### src/hw/rtl/mbs_pkg.sv
// Shared types and constants for the Modbus RTU slave frame handler.
package mbs_pkg;

  typedef struct packed {
    logic [7:0] rx_byte;
    logic       frame_end;
  } rx_word_t;

  typedef struct packed {
    logic [31:0] tx_bytes;
    logic [2:0]  tx_count;
    logic        tx_last;
    logic        reboot_request;
  } tx_word_t;

  typedef struct packed {
    logic       clr;
    logic       start;
    logic [7:0] din;
  } crc_cmd_t;

  typedef struct packed {
    logic       valid;
    logic [7:0] data;
    logic       last;
    logic       reboot;
  } pk_push_t;

  typedef enum logic [3:0] {
    ST_IDLE,
    ST_RXWAIT,
    ST_CHK1,
    ST_CHK2,
    ST_WR_RD0,
    ST_WR_RD1,
    ST_WR_WR,
    ST_TX_BYTE,
    ST_TX_CRC,
    ST_TX_LO,
    ST_TX_HI
  } state_t;

  typedef enum logic [1:0] {
    RK_EXC,
    RK_READ,
    RK_READ_ZERO,
    RK_WRITE
  } resp_kind_t;

  localparam logic [0:0]  CFG_SLAVE_ADDRESS = 1'b0;
  localparam logic [0:0]  CFG_STORE_BASE    = 1'b1;

  localparam logic [7:0]  SLAVE_ADDRESS_RESET = 8'h01;
  localparam logic [15:0] STORE_BASE_RESET    = 16'h2600;

  localparam logic [15:0] CRC_POLY = 16'hA001;
  localparam logic [15:0] CRC_INIT = 16'hFFFF;

  localparam logic [7:0]  FN_READ_HOLDING  = 8'h03;
  localparam logic [7:0]  FN_WRITE_MULTI   = 8'h10;
  localparam logic [7:0]  EXC_FLAG         = 8'h80;
  localparam logic [15:0] REBOOT_REG       = 16'hFF00;
  localparam logic [15:0] WRITE_REGS_LIMIT = 16'd123;

  localparam logic [7:0]  EXC_ILLEGAL_FUNCTION = 8'h01;
  localparam logic [7:0]  EXC_ILLEGAL_ADDRESS  = 8'h02;
  localparam logic [7:0]  EXC_ILLEGAL_VALUE    = 8'h03;

  localparam int HDR_BYTES = 7;

endpackage

### src/hw/rtl/mbs_crc.sv
// Bit-serial CRC-16/Modbus unit, one bit per cycle.
module mbs_crc
  import mbs_pkg::*;
(
  input  logic        clk,
  input  logic        rst,
  input  crc_cmd_t    cmd,
  output logic [15:0] crc,
  output logic        busy
);

  logic [3:0] bits_left;

  assign busy = (bits_left != 4'd0);

  always_ff @(posedge clk) begin
    if (rst) begin
      crc       <= CRC_INIT;
      bits_left <= 4'd0;
    end else if (cmd.clr) begin
      crc       <= CRC_INIT;
      bits_left <= 4'd0;
    end else if (cmd.start) begin
      crc       <= crc ^ {8'h00, cmd.din};
      bits_left <= 4'd8;
    end else if (busy) begin
      crc       <= crc[0] ? ((crc >> 1) ^ CRC_POLY) : (crc >> 1);
      bits_left <= bits_left - 4'd1;
    end
  end

endmodule

### config.mk
export PLATFORM = sky130hd
export DESIGN_NAME = mbs_crc
export DESIGN_NICKNAME = d
export VERILOG_FILES = /design/src/hw/rtl/mbs_pkg.sv /design/src/hw/rtl/mbs_crc.sv
export SDC_FILE = /design/constraint.sdc
export NUM_CORES = 1
export LEC_CHECK = 0
export ABC_AREA = 1
export BUFFER_PORTS_ARGS = -buffer_cell sky130_fd_sc_hd__buf_2
export CAP_MARGIN = 40
export CORE_UTILIZATION = 54
export CTS_BUF_LIST = sky130_fd_sc_hd__clkbuf_16
export DETAILED_ROUTE_END_ITERATION = 10
export PLACE_DENSITY = 0.94
export SLEW_MARGIN = 20
export SYNTH_ARGS = -nofsm -noshare
export SYNTH_HDL_FRONTEND = slang
export SYNTH_SLANG_ARGS = --single-unit
### constraint.sdc
create_clock -name clk -period 3.3 [get_ports clk]
set_input_delay 0.66 -clock clk [delete_from_list [all_inputs] [get_ports clk]]
set_output_delay 0.66 -clock clk [all_outputs]
set_load 0.02 [all_outputs]
==> results.toml <==
[job]
maxCapViolCount = 0

[floorplan]
fp.dieH_um = 46.5
pin_count = 29
design.core.area_mm2 = 0.00178
initial_core_util_pct = 60.1
rows = 15
die_x_um = 46.5
die-area_mm2 = 0.00217

[cts]
ctsHtreeMaxLevel = 1
root_buffer = "clkbuf_16"
cts_hold_buf = 0
cts_tree = "yes"
clk_pin_slew_ps = 50
clock_sinks = 20
cts_buffers = 3
clock_path_buffers = 2
ctsResizeCount = 0
worstSkewPairLatency_ps = 250
post_cts_buffers = 0

[routing]
drc = 0
dr.pass1.iters = 4
num_vias = 912
drt_iter0_markers = 20
wirelength_um = 2130
ant_nets = 0
wl_per_cell_um = 12.1
via_per_inst = 5.18

[worst_setup_path]
crit_arrival_ps = 1520
critPathKind = "register to output pin"
max_stage_delay_ps = 370
crit_path_end_kind = "output pin"
cp_slowest_cell = "nand2_2"
start_kind = "register"
path_max_fanout = 20
crit_required_ps = 2640
crit_chain = "inv_1, ha_1, nand2_2, buf_2"

[final_layout]
drive_gt1_share_pct = 37.1
fin_area_mm2 = 0.00125
fillerInstances = 137
nets = 167
antenna_cells = 0
area_delta_synth_final_pct = 16.9

[place]
place_ws_ps = 1330
postPlaceCellArea_mm2 = 0.00117
routabilityCongestion = 0.857
hpwl_um = 1480
portBuffers = 28

[sta]
maxSlewHeadroom_pct = 69.5
max_freq_mhz = 459
slew_viol_final = 0
worst_slack_ps = 1120
finalCriticalPeriod_ps = 2180
finalHoldViolations = 0
rsz0062_at_grt = "no"
setup_viol = 0
finalCritPeriodShare_pct = 66.1
worstMarginPinSlew_ps = 456
fin_worst_skew_ps = 2.80
setup_tns_ps = 0

[synthesis]
synth_cell_type_count = 19
synth-xor-area-share_pct = 4.09
yosys.area_share.simple_pct = 43.3
ys_seq_area_share_pct = 37.4
synth_area_leaders = "dfxtp_1 (37%), nand3_2 (17%), nand3_1 (12%)"
synth_fa_ha_area_share_pct = 2.34
yosysWarningCount = 0
synthCells = 126
syn_area_mm2 = 0.00107
synth_top_family_by_area = "simple AND/OR/NAND/NOR gates"
synth_edf_count = 0
muxShareOfSynthArea_pct = 0
synth.top_cells.by_count = "nand2_1 (25), nand3_1 (25), dfxtp_1 (20), nand3_2 (18)"
synth.net_count = 140
syn_avg_cell_area_um2 = 8.50
synth-compound-area-share_pct = 3.27
synthFlopType = "dfxtp_1"
yosys_register_bits = 20
async_flop_share_pct = 0
yosysTopAreaCellShare_pct = 37.4
synth_largest_area_cell = "dfxtp_1"

[global_route]
grt_max_degree = 21
grt_pass1_wl_um = 3240
grt.overflow.total = 0
antenna_found_initial = 0
grt_pass1_vias = 819
track_usage_pct = 21.1

[pwr]
static-leakage-power_nw = 0.566
power_mw = 0.610
vdd_drop_max_v = 0.000282
p_per_area_mw_per_mm2 = 487

[run_status]
status = "complete, no violations"

[min_path]
holdCritPathClass = "register to register"
## power by group
part           switching, mW  internal (mW)  total, mW
Clock                 0.0785          0.159      0.238
Sequential            0.0104          0.252      0.263
Combinational         0.0711         0.0381      0.109
Total                  0.160          0.450      0.610
## path summary, 6_finish.rpt
path | startpoint | endpoint | slack (ps) | cells past startpoint
max | bits_left[1] | busy | 1120 | 4
min reg2reg | bits_left[0] | bits_left[0] | 460 | 2
max reg2reg | bits_left[1] | crc[2] | 1620 | 6
min | bits_left[0] | bits_left[0] | 460 | 2
## metrics by stage
step	hold slack, ps	std cells	util (%)
finish	461	176	70.2
global route	487	176	70.2
CTS	465	175	69.6
detailed placement	457	172	65.4
global placement	448	172	65.4
floorplan	439	126	-
## routing by layer
metal  track usage, %  vias to the layer above  wire length [um]
met1             24.6                      419              1000
met3             5.10                        2                63
met5                0                        -                 0
met4             11.8                        0                10
met2             34.7                       20              1060
li1                 -                      471                 -
## worst max-delay path: cells and delay by family (launching register included)
family                     cells  cell delay (ps)
and+or+nand+nor                1              370
DFF                            1              360
buffers and inverters          2              330
adders and majority gates      1              210
## state kept, by name, indices dropped and copies added, names as in the netlist
signal,count
bits_left,4
crc,16
## cell families (layout without fill, tap and decap cells)
kind of cell    after synthesis  count (layout)
simple gates                 80              80
flops                        20              20
buf+inv                      14              39
compound gates                5               5
xor+xnor                      5               5
fa+ha+maj                     2               2
## cell usage in the layout (no fill, tap or decap), drive strengths merged
| cell | count |
|---|---|
| nand3 | 43 |
| buf | 29 |
| nand2 | 27 |
| dfxtp | 20 |
| nor2 | 8 |
| inv | 7 |
| a21o | 4 |
| xnor2 | 4 |
| clkbuf | 3 |
| ha | 2 |
| nor3b | 1 |
| a21oi | 1 |
| xor2 | 1 |
| nor3 | 1 |
## cell type report
| class | instances | area (um^2) | area share (%) |
|---|---|---|---|
| clock buffers | 3 | 75.1 | 5.99 |
| repair buffers | 29 | 151 | 12.1 |
| flip-flops and latches | 20 | 400 | 32.0 |
| multi-input cells | 92 | 568 | 45.4 |
| inverters | 7 | 26.3 | 2.10 |
| well taps | 25 | 31.3 | 2.50 |
Power figures use the tool's default switching activity.
