`src/hw/rtl/mbs_pkg.sv`:
```
// Shared types and constants for the Modbus RTU slave frame handler.
package mbs_pkg;

  typedef struct packed {
    logic [7:0] rx_byte;
    logic       frame_end;
  } rx_word_t;

  typedef struct packed {
    logic [31:0] tx_bytes;
    logic [2:0]  tx_count;
    logic        tx_last;
    logic        reboot_request;
  } tx_word_t;

  typedef struct packed {
    logic       clr;
    logic       start;
    logic [7:0] din;
  } crc_cmd_t;

  typedef struct packed {
    logic       valid;
    logic [7:0] data;
    logic       last;
    logic       reboot;
  } pk_push_t;

  typedef enum logic [3:0] {
    ST_IDLE,
    ST_RXWAIT,
    ST_CHK1,
    ST_CHK2,
    ST_WR_RD0,
    ST_WR_RD1,
    ST_WR_WR,
    ST_TX_BYTE,
    ST_TX_CRC,
    ST_TX_LO,
    ST_TX_HI
  } state_t;

  typedef enum logic [1:0] {
    RK_EXC,
    RK_READ,
    RK_READ_ZERO,
    RK_WRITE
  } resp_kind_t;

  localparam logic [0:0]  CFG_SLAVE_ADDRESS = 1'b0;
  localparam logic [0:0]  CFG_STORE_BASE    = 1'b1;

  localparam logic [7:0]  SLAVE_ADDRESS_RESET = 8'h01;
  localparam logic [15:0] STORE_BASE_RESET    = 16'h2600;

  localparam logic [15:0] CRC_POLY = 16'hA001;
  localparam logic [15:0] CRC_INIT = 16'hFFFF;

  localparam logic [7:0]  FN_READ_HOLDING  = 8'h03;
  localparam logic [7:0]  FN_WRITE_MULTI   = 8'h10;
  localparam logic [7:0]  EXC_FLAG         = 8'h80;
  localparam logic [15:0] REBOOT_REG       = 16'hFF00;
  localparam logic [15:0] WRITE_REGS_LIMIT = 16'd123;

  localparam logic [7:0]  EXC_ILLEGAL_FUNCTION = 8'h01;
  localparam logic [7:0]  EXC_ILLEGAL_ADDRESS  = 8'h02;
  localparam logic [7:0]  EXC_ILLEGAL_VALUE    = 8'h03;

  localparam int HDR_BYTES = 7;

endpackage

```
`src/hw/rtl/mbs_txpack.sv`:
```
// Packs response bytes into four-byte words with an output register.
module mbs_txpack
  import mbs_pkg::*;
(
  input  logic     clk,
  input  logic     rst,
  input  pk_push_t push,
  output logic     ready,
  output logic     tx_valid,
  input  logic     tx_stall,
  output tx_word_t tx_word
);

  logic [31:0] acc_data;
  logic [2:0]  acc_cnt;
  logic        acc_last;
  logic        acc_reboot;
  logic        flush;
  logic        out_free;

  assign flush    = (acc_cnt == 3'd4) || acc_last;
  assign out_free = !tx_valid || !tx_stall;
  assign ready    = !flush;

  always_ff @(posedge clk) begin
    if (rst) begin
      tx_valid   <= 1'b0;
      acc_data   <= '0;
      acc_cnt    <= 3'd0;
      acc_last   <= 1'b0;
      acc_reboot <= 1'b0;
    end else if (flush && out_free) begin
      tx_valid               <= 1'b1;
      tx_word.tx_bytes       <= acc_data;
      tx_word.tx_count       <= acc_cnt;
      tx_word.tx_last        <= acc_last;
      tx_word.reboot_request <= acc_reboot;
      acc_data               <= '0;
      acc_cnt                <= 3'd0;
      acc_last               <= 1'b0;
      acc_reboot             <= 1'b0;
    end else begin
      if (tx_valid && !tx_stall) begin
        tx_valid <= 1'b0;
      end
      if (push.valid) begin
        acc_data[{acc_cnt[1:0], 3'b000} +: 8] <= push.data;
        acc_cnt    <= acc_cnt + 3'd1;
        acc_last   <= push.last;
        acc_reboot <= push.reboot;
      end
    end
  end

endmodule

```
`config.mk`:
```
export PLATFORM = sky130hd
export DESIGN_NAME = mbs_txpack
export DESIGN_NICKNAME = d
export VERILOG_FILES = /design/src/hw/rtl/mbs_pkg.sv /design/src/hw/rtl/mbs_txpack.sv
export SDC_FILE = /design/constraint.sdc
export NUM_CORES = 1
export LEC_CHECK = 0
export ABC_CLOCK_PERIOD_IN_PS = 6100
export BUFFER_PORTS_ARGS = -buffer_cell sky130_fd_sc_hd__clkbuf_2
export CAP_MARGIN = 20
export CORE_UTILIZATION = 45
export CTS_CLUSTER_DIAMETER = 30
export DETAILED_ROUTE_END_ITERATION = 12
export PLACE_DENSITY_LB_ADDON = 0.2
export SYNTH_ARGS = -nofsm -noshare
export SYNTH_HDL_FRONTEND = slang
export SYNTH_SLANG_ARGS = --single-unit
```
`constraint.sdc`:
```
create_clock -name clk -period 6.1 [get_ports clk]
set_input_delay 0.61 -clock clk [delete_from_list [all_inputs] [get_ports clk]]
set_output_delay 0.61 -clock clk [all_outputs]
set_load 0.02 [all_outputs]
```
==> run_results.csv <==
group,metric,value,unit
worst_setup_path,crit_slowest_cell,"dfxtp_1",
cts,post_cts_resized,0,
flow_run,drv_cap,0,
yosys,synthMuxAreaShare,1.13,%
yosys,ys_types,29,
cts,ctsHoldBuffers,0,
yosys,syn_area,2670,µm²
timing,skew,0.00773,ns
detailed_routing,ant_nets,0,
yosys,synth_fp_nets,223,
grt,grt_use_total,18.2,%
detailed_routing,drtIter0Drc,86,
cts,clock_latency,0.35,ns
worst_setup_path,critPathTopFamily,"buffers and inverters",
worst_setup_path,r2r_cells,6,
floorplan,die_area,6240,µm²
pwr,internal-power,0.753,mW
yosys,synth_top_family_by_area,"simple AND/OR/NAND/NOR gates",
yosys,avgSynthCellArea,13.1,µm²
detailed_routing,drtPass1Iterations,4,
timing,relSlewSlack,43.2,%
timing,tightest_slew,0.850,ns
grt,grt_max_degree,38,
grt,grt_pass1_wl,8250,µm
timing,max_freq,356,MHz
yosys,yosys_warnings,0,
worst_setup_path,cp.arrival,2.20,ns
timing,hold_viol,0,
worst_setup_path,r2r_setup_slack,3.68,ns
worst_setup_path,r2r_end,"tx_word[5]$_DFFE_PP_",
timing,tns,0,ns
timing,fin_crit,2.81,ns
pwr,powerDensity,315,nW/µm²
worst_setup_path,crit_type,"reg2out",
yosys,synthAdderAreaFrac,2.81,%
cells_and_area,final_cell_mix,"clkbuf_2, dfxtp_1, edfxtp_1",
cells_and_area,drive_above_1_share,29.5,%
timing,setup_violations,0,
cts,clockBufferDepth,2,
pwr,power_leakage,1.18,nW
placed_design,place.gp.congestion,0.721,
placed_design,pre_cts_slack,3.33,ns
cells_and_area,final_core_util,56.7,%
floorplan,start_util,47.6,%
floorplan,coreArea,5610,µm²
cells_and_area,regArea,1870,µm²
pwr,swShare,24.8,%
yosys,yosysTopAreaCell,"edfxtp_1",
placed_design,dp_hpwl,3500,µm
floorplan,die_height,79.0,µm
detailed_routing,vias,1742,
yosys,synthTopCellsByArea,"edfxtp_1, dfxtp_1, a32oi_1, a21oi_1, nand2_1",
worst_setup_path,crit_path_max_incr_delay,0.56,ns
floorplan,rows,27,
pwr,ir_drop,0.139,mV
worst_setup_path,path_buf_inv,2,
yosys,synth_compound_area_share,9.19,%
detailed_routing,wl_per_cell,15.6,µm
min_path,hold_class,"reg2reg",
pwr,pwr-share-comb,7.6,%
timing,finalCritPeriodShare,46.1,%
cells_and_area,multi_input_area,729,µm²
worst_setup_path,cp.required,5.49,ns
detailed_routing,drcViolationCount,0,
grt,gr-total-overflow,0,
yosys,synth-simple-area-share,13.4,%
worst_setup_path,crit_end,"ready",
grt,grt_pass1_vias,1606,
detailed_routing,routed_wl,5240,µm
cells_and_area,syn_to_final_growth,19.2,%
detailed_routing,avgViaCountPerCell,5.18,
worst_setup_path,crit_start,"acc_cnt[0]$_SDFFE_PP0P_",
placed_design,place.port_buffers,52,
yosys,post-synth-top-area-fraction,41.6,%
worst_setup_path,worstPathMaxFanout,11,
timing,fin_ws,3.29,ns
cells_and_area,nNetsFinal,279,
floorplan,die_w,79.0,µm
timing,slew_violations,0,
floorplan,ios,53,
cts,cts_buffers,9,
cts,clk_pin_slew,0.08,ns
cts,cts_tree,"done",
cells_and_area,fillers,504,
cells_and_area,final_common_cell,"clkbuf_2",
worst_setup_path,cp_num_cells,4,
pwr,seqPwrFrac,54.4,%
yosys,synth-seq-cells,75,
cts,cts-root-buf,"clkbuf_8",
yosys,ys_seq_area_share,70.1,%
yosys,netlist_instances,203,
worst_setup_path,worstSetupEndpointType,"output pin",
cells_and_area,diodes,0,
timing,rsz0062_at_grt,"no",
cts,cts_setup_buffers,0,
min_path,whs_path_depth,0,
worst_setup_path,startpoint_type,"register",
pwr,clockPowerShare,38.0,%
yosys,yosys.area_share.xor_xnor,0.656,%
pwr,p_switching,0.248,mW
outcome,outcome,"finished clean",
grt,antenna_found_initial,0,
cts,cts.sinks,75,
cts,htree_num_levels,3,
worst_setup_path,worstPathCellList,"clkinv_1 -> ha_1 -> a21oi_2 -> clkbuf_2",
worst_setup_path,r2r-start,"acc_cnt[0]$_SDFFE_PP0P_",
## metal layers
metal | vias up | share of wire [%] | GRT usage [%]
li1 | 861 | - | -
met1 | 808 | 47 | 25.0
met2 | 64 | 45 | 26.4
met3 | 9 | 5.6 | 3.79
met4 | 0 | 2.2 | 10.9
met5 | - | 0 | 0
## how the worst min path moves through the flow
stage                                         start  slack (ns)                    end
after global routing      acc_data[16]$_SDFFE_PP0P_        0.44  tx_word[21]$_DFFE_PP_
after CTS                  acc_data[2]$_SDFFE_PP0P_        0.44   tx_word[7]$_DFFE_PP_
after global placement    acc_data[22]$_SDFFE_PP0P_        0.41  tx_word[27]$_DFFE_PP_
after detailed placement  acc_data[22]$_SDFFE_PP0P_        0.42  tx_word[27]$_DFFE_PP_
after floorplan             acc_reboot$_SDFFE_PP0P_        0.41   tx_word[0]$_DFFE_PP_
final                      acc_data[2]$_SDFFE_PP0P_        0.44   tx_word[7]$_DFFE_PP_
## worst register-to-register path, delay by kind of cell, from the launching register on
kind / cells / cell delay [ns]
buffers and inverters: 3 / 0.77
adder cells (fa/ha/maj): 1 / 0.38
AO/OA/AOI/OAI: 1 / 0.32
AND/OR/NAND/NOR: 1 / 0.11
flip-flops: 1 / 0.56
## sequential cells by signal, summed over array words and instances (netlist names)
name and cells:
acc_cnt 3, tx_valid 1, acc_data 32, tx_word 37
acc_reboot 1, acc_last 1
## synth_stat cells
library cell	instances
and2b_2	1
inv_1	2
nand4_1	8
nor3b_4	1
a21oi_2	1
nand3b_1	1
and4bb_4	1
buf_2	6
dfxtp_1	38
nand2_2	2
o21bai_4	1
buf_6	1
ha_1	6
and4bb_1	1
clkbuf_2	1
mux2i_1	3
a21oi_1	19
nand3_1	8
buf_8	1
clkinv_1	1
or3_1	2
xor2_1	1
xnor2_1	1
nor3_1	1
nand2_1	22
nor2_1	19
a32oi_1	14
edfxtp_1	37
and2_1	3
## power groups by stage
| stage | combinational, mW | clock (mW) | sequential (mW) |
|---|---|---|---|
| 2_1_floorplan | 0.0452 | 0 | 0.564 |
| 3_3_place_gp | 0.0743 | 0 | 0.557 |
| 3_5_place_dp | 0.0756 | 0 | 0.557 |
| 4_1_cts | 0.0759 | 0.389 | 0.546 |
| 5_1_grt | 0.0828 | 0.415 | 0.547 |
| 6_report | 0.0761 | 0.380 | 0.545 |
## cells by family after synthesis
group | Yosys count
flip-flops | 75
adder cells (fa/ha/maj) | 6
AND/OR/NAND/NOR | 70
AO/OA/AOI/OAI | 35
multiplexers | 3
XOR/XNOR | 2
buffers and inverters | 12
## through the flow
stage / instance area (µm²) / instances / hold slack, ns / total power, mW
6_report: 3180 / 336 / 0.436 / 1.00
5_1_grt: 3180 / 336 / 0.441 / 1.04
4_1_cts: 3170 / 335 / 0.438 / 1.01
3_5_place_dp: 2970 / 319 / 0.417 / 0.633
3_3_place_gp: 2970 / 319 / 0.414 / 0.631
2_1_floorplan: 2670 / 203 / 0.408 / 0.609
## cell type report
class	instances	area share (%)
Inverter	3	0.354
Clock inverter	7	2.40
Sequential cell	75	58.8
Clock buffer	9	3.89
Tap cell	72	2.83
Multi-Input combinational cell	116	22.9
Timing Repair Buffer	54	8.77
Note: power is estimated with default switching activity, not from simulation.
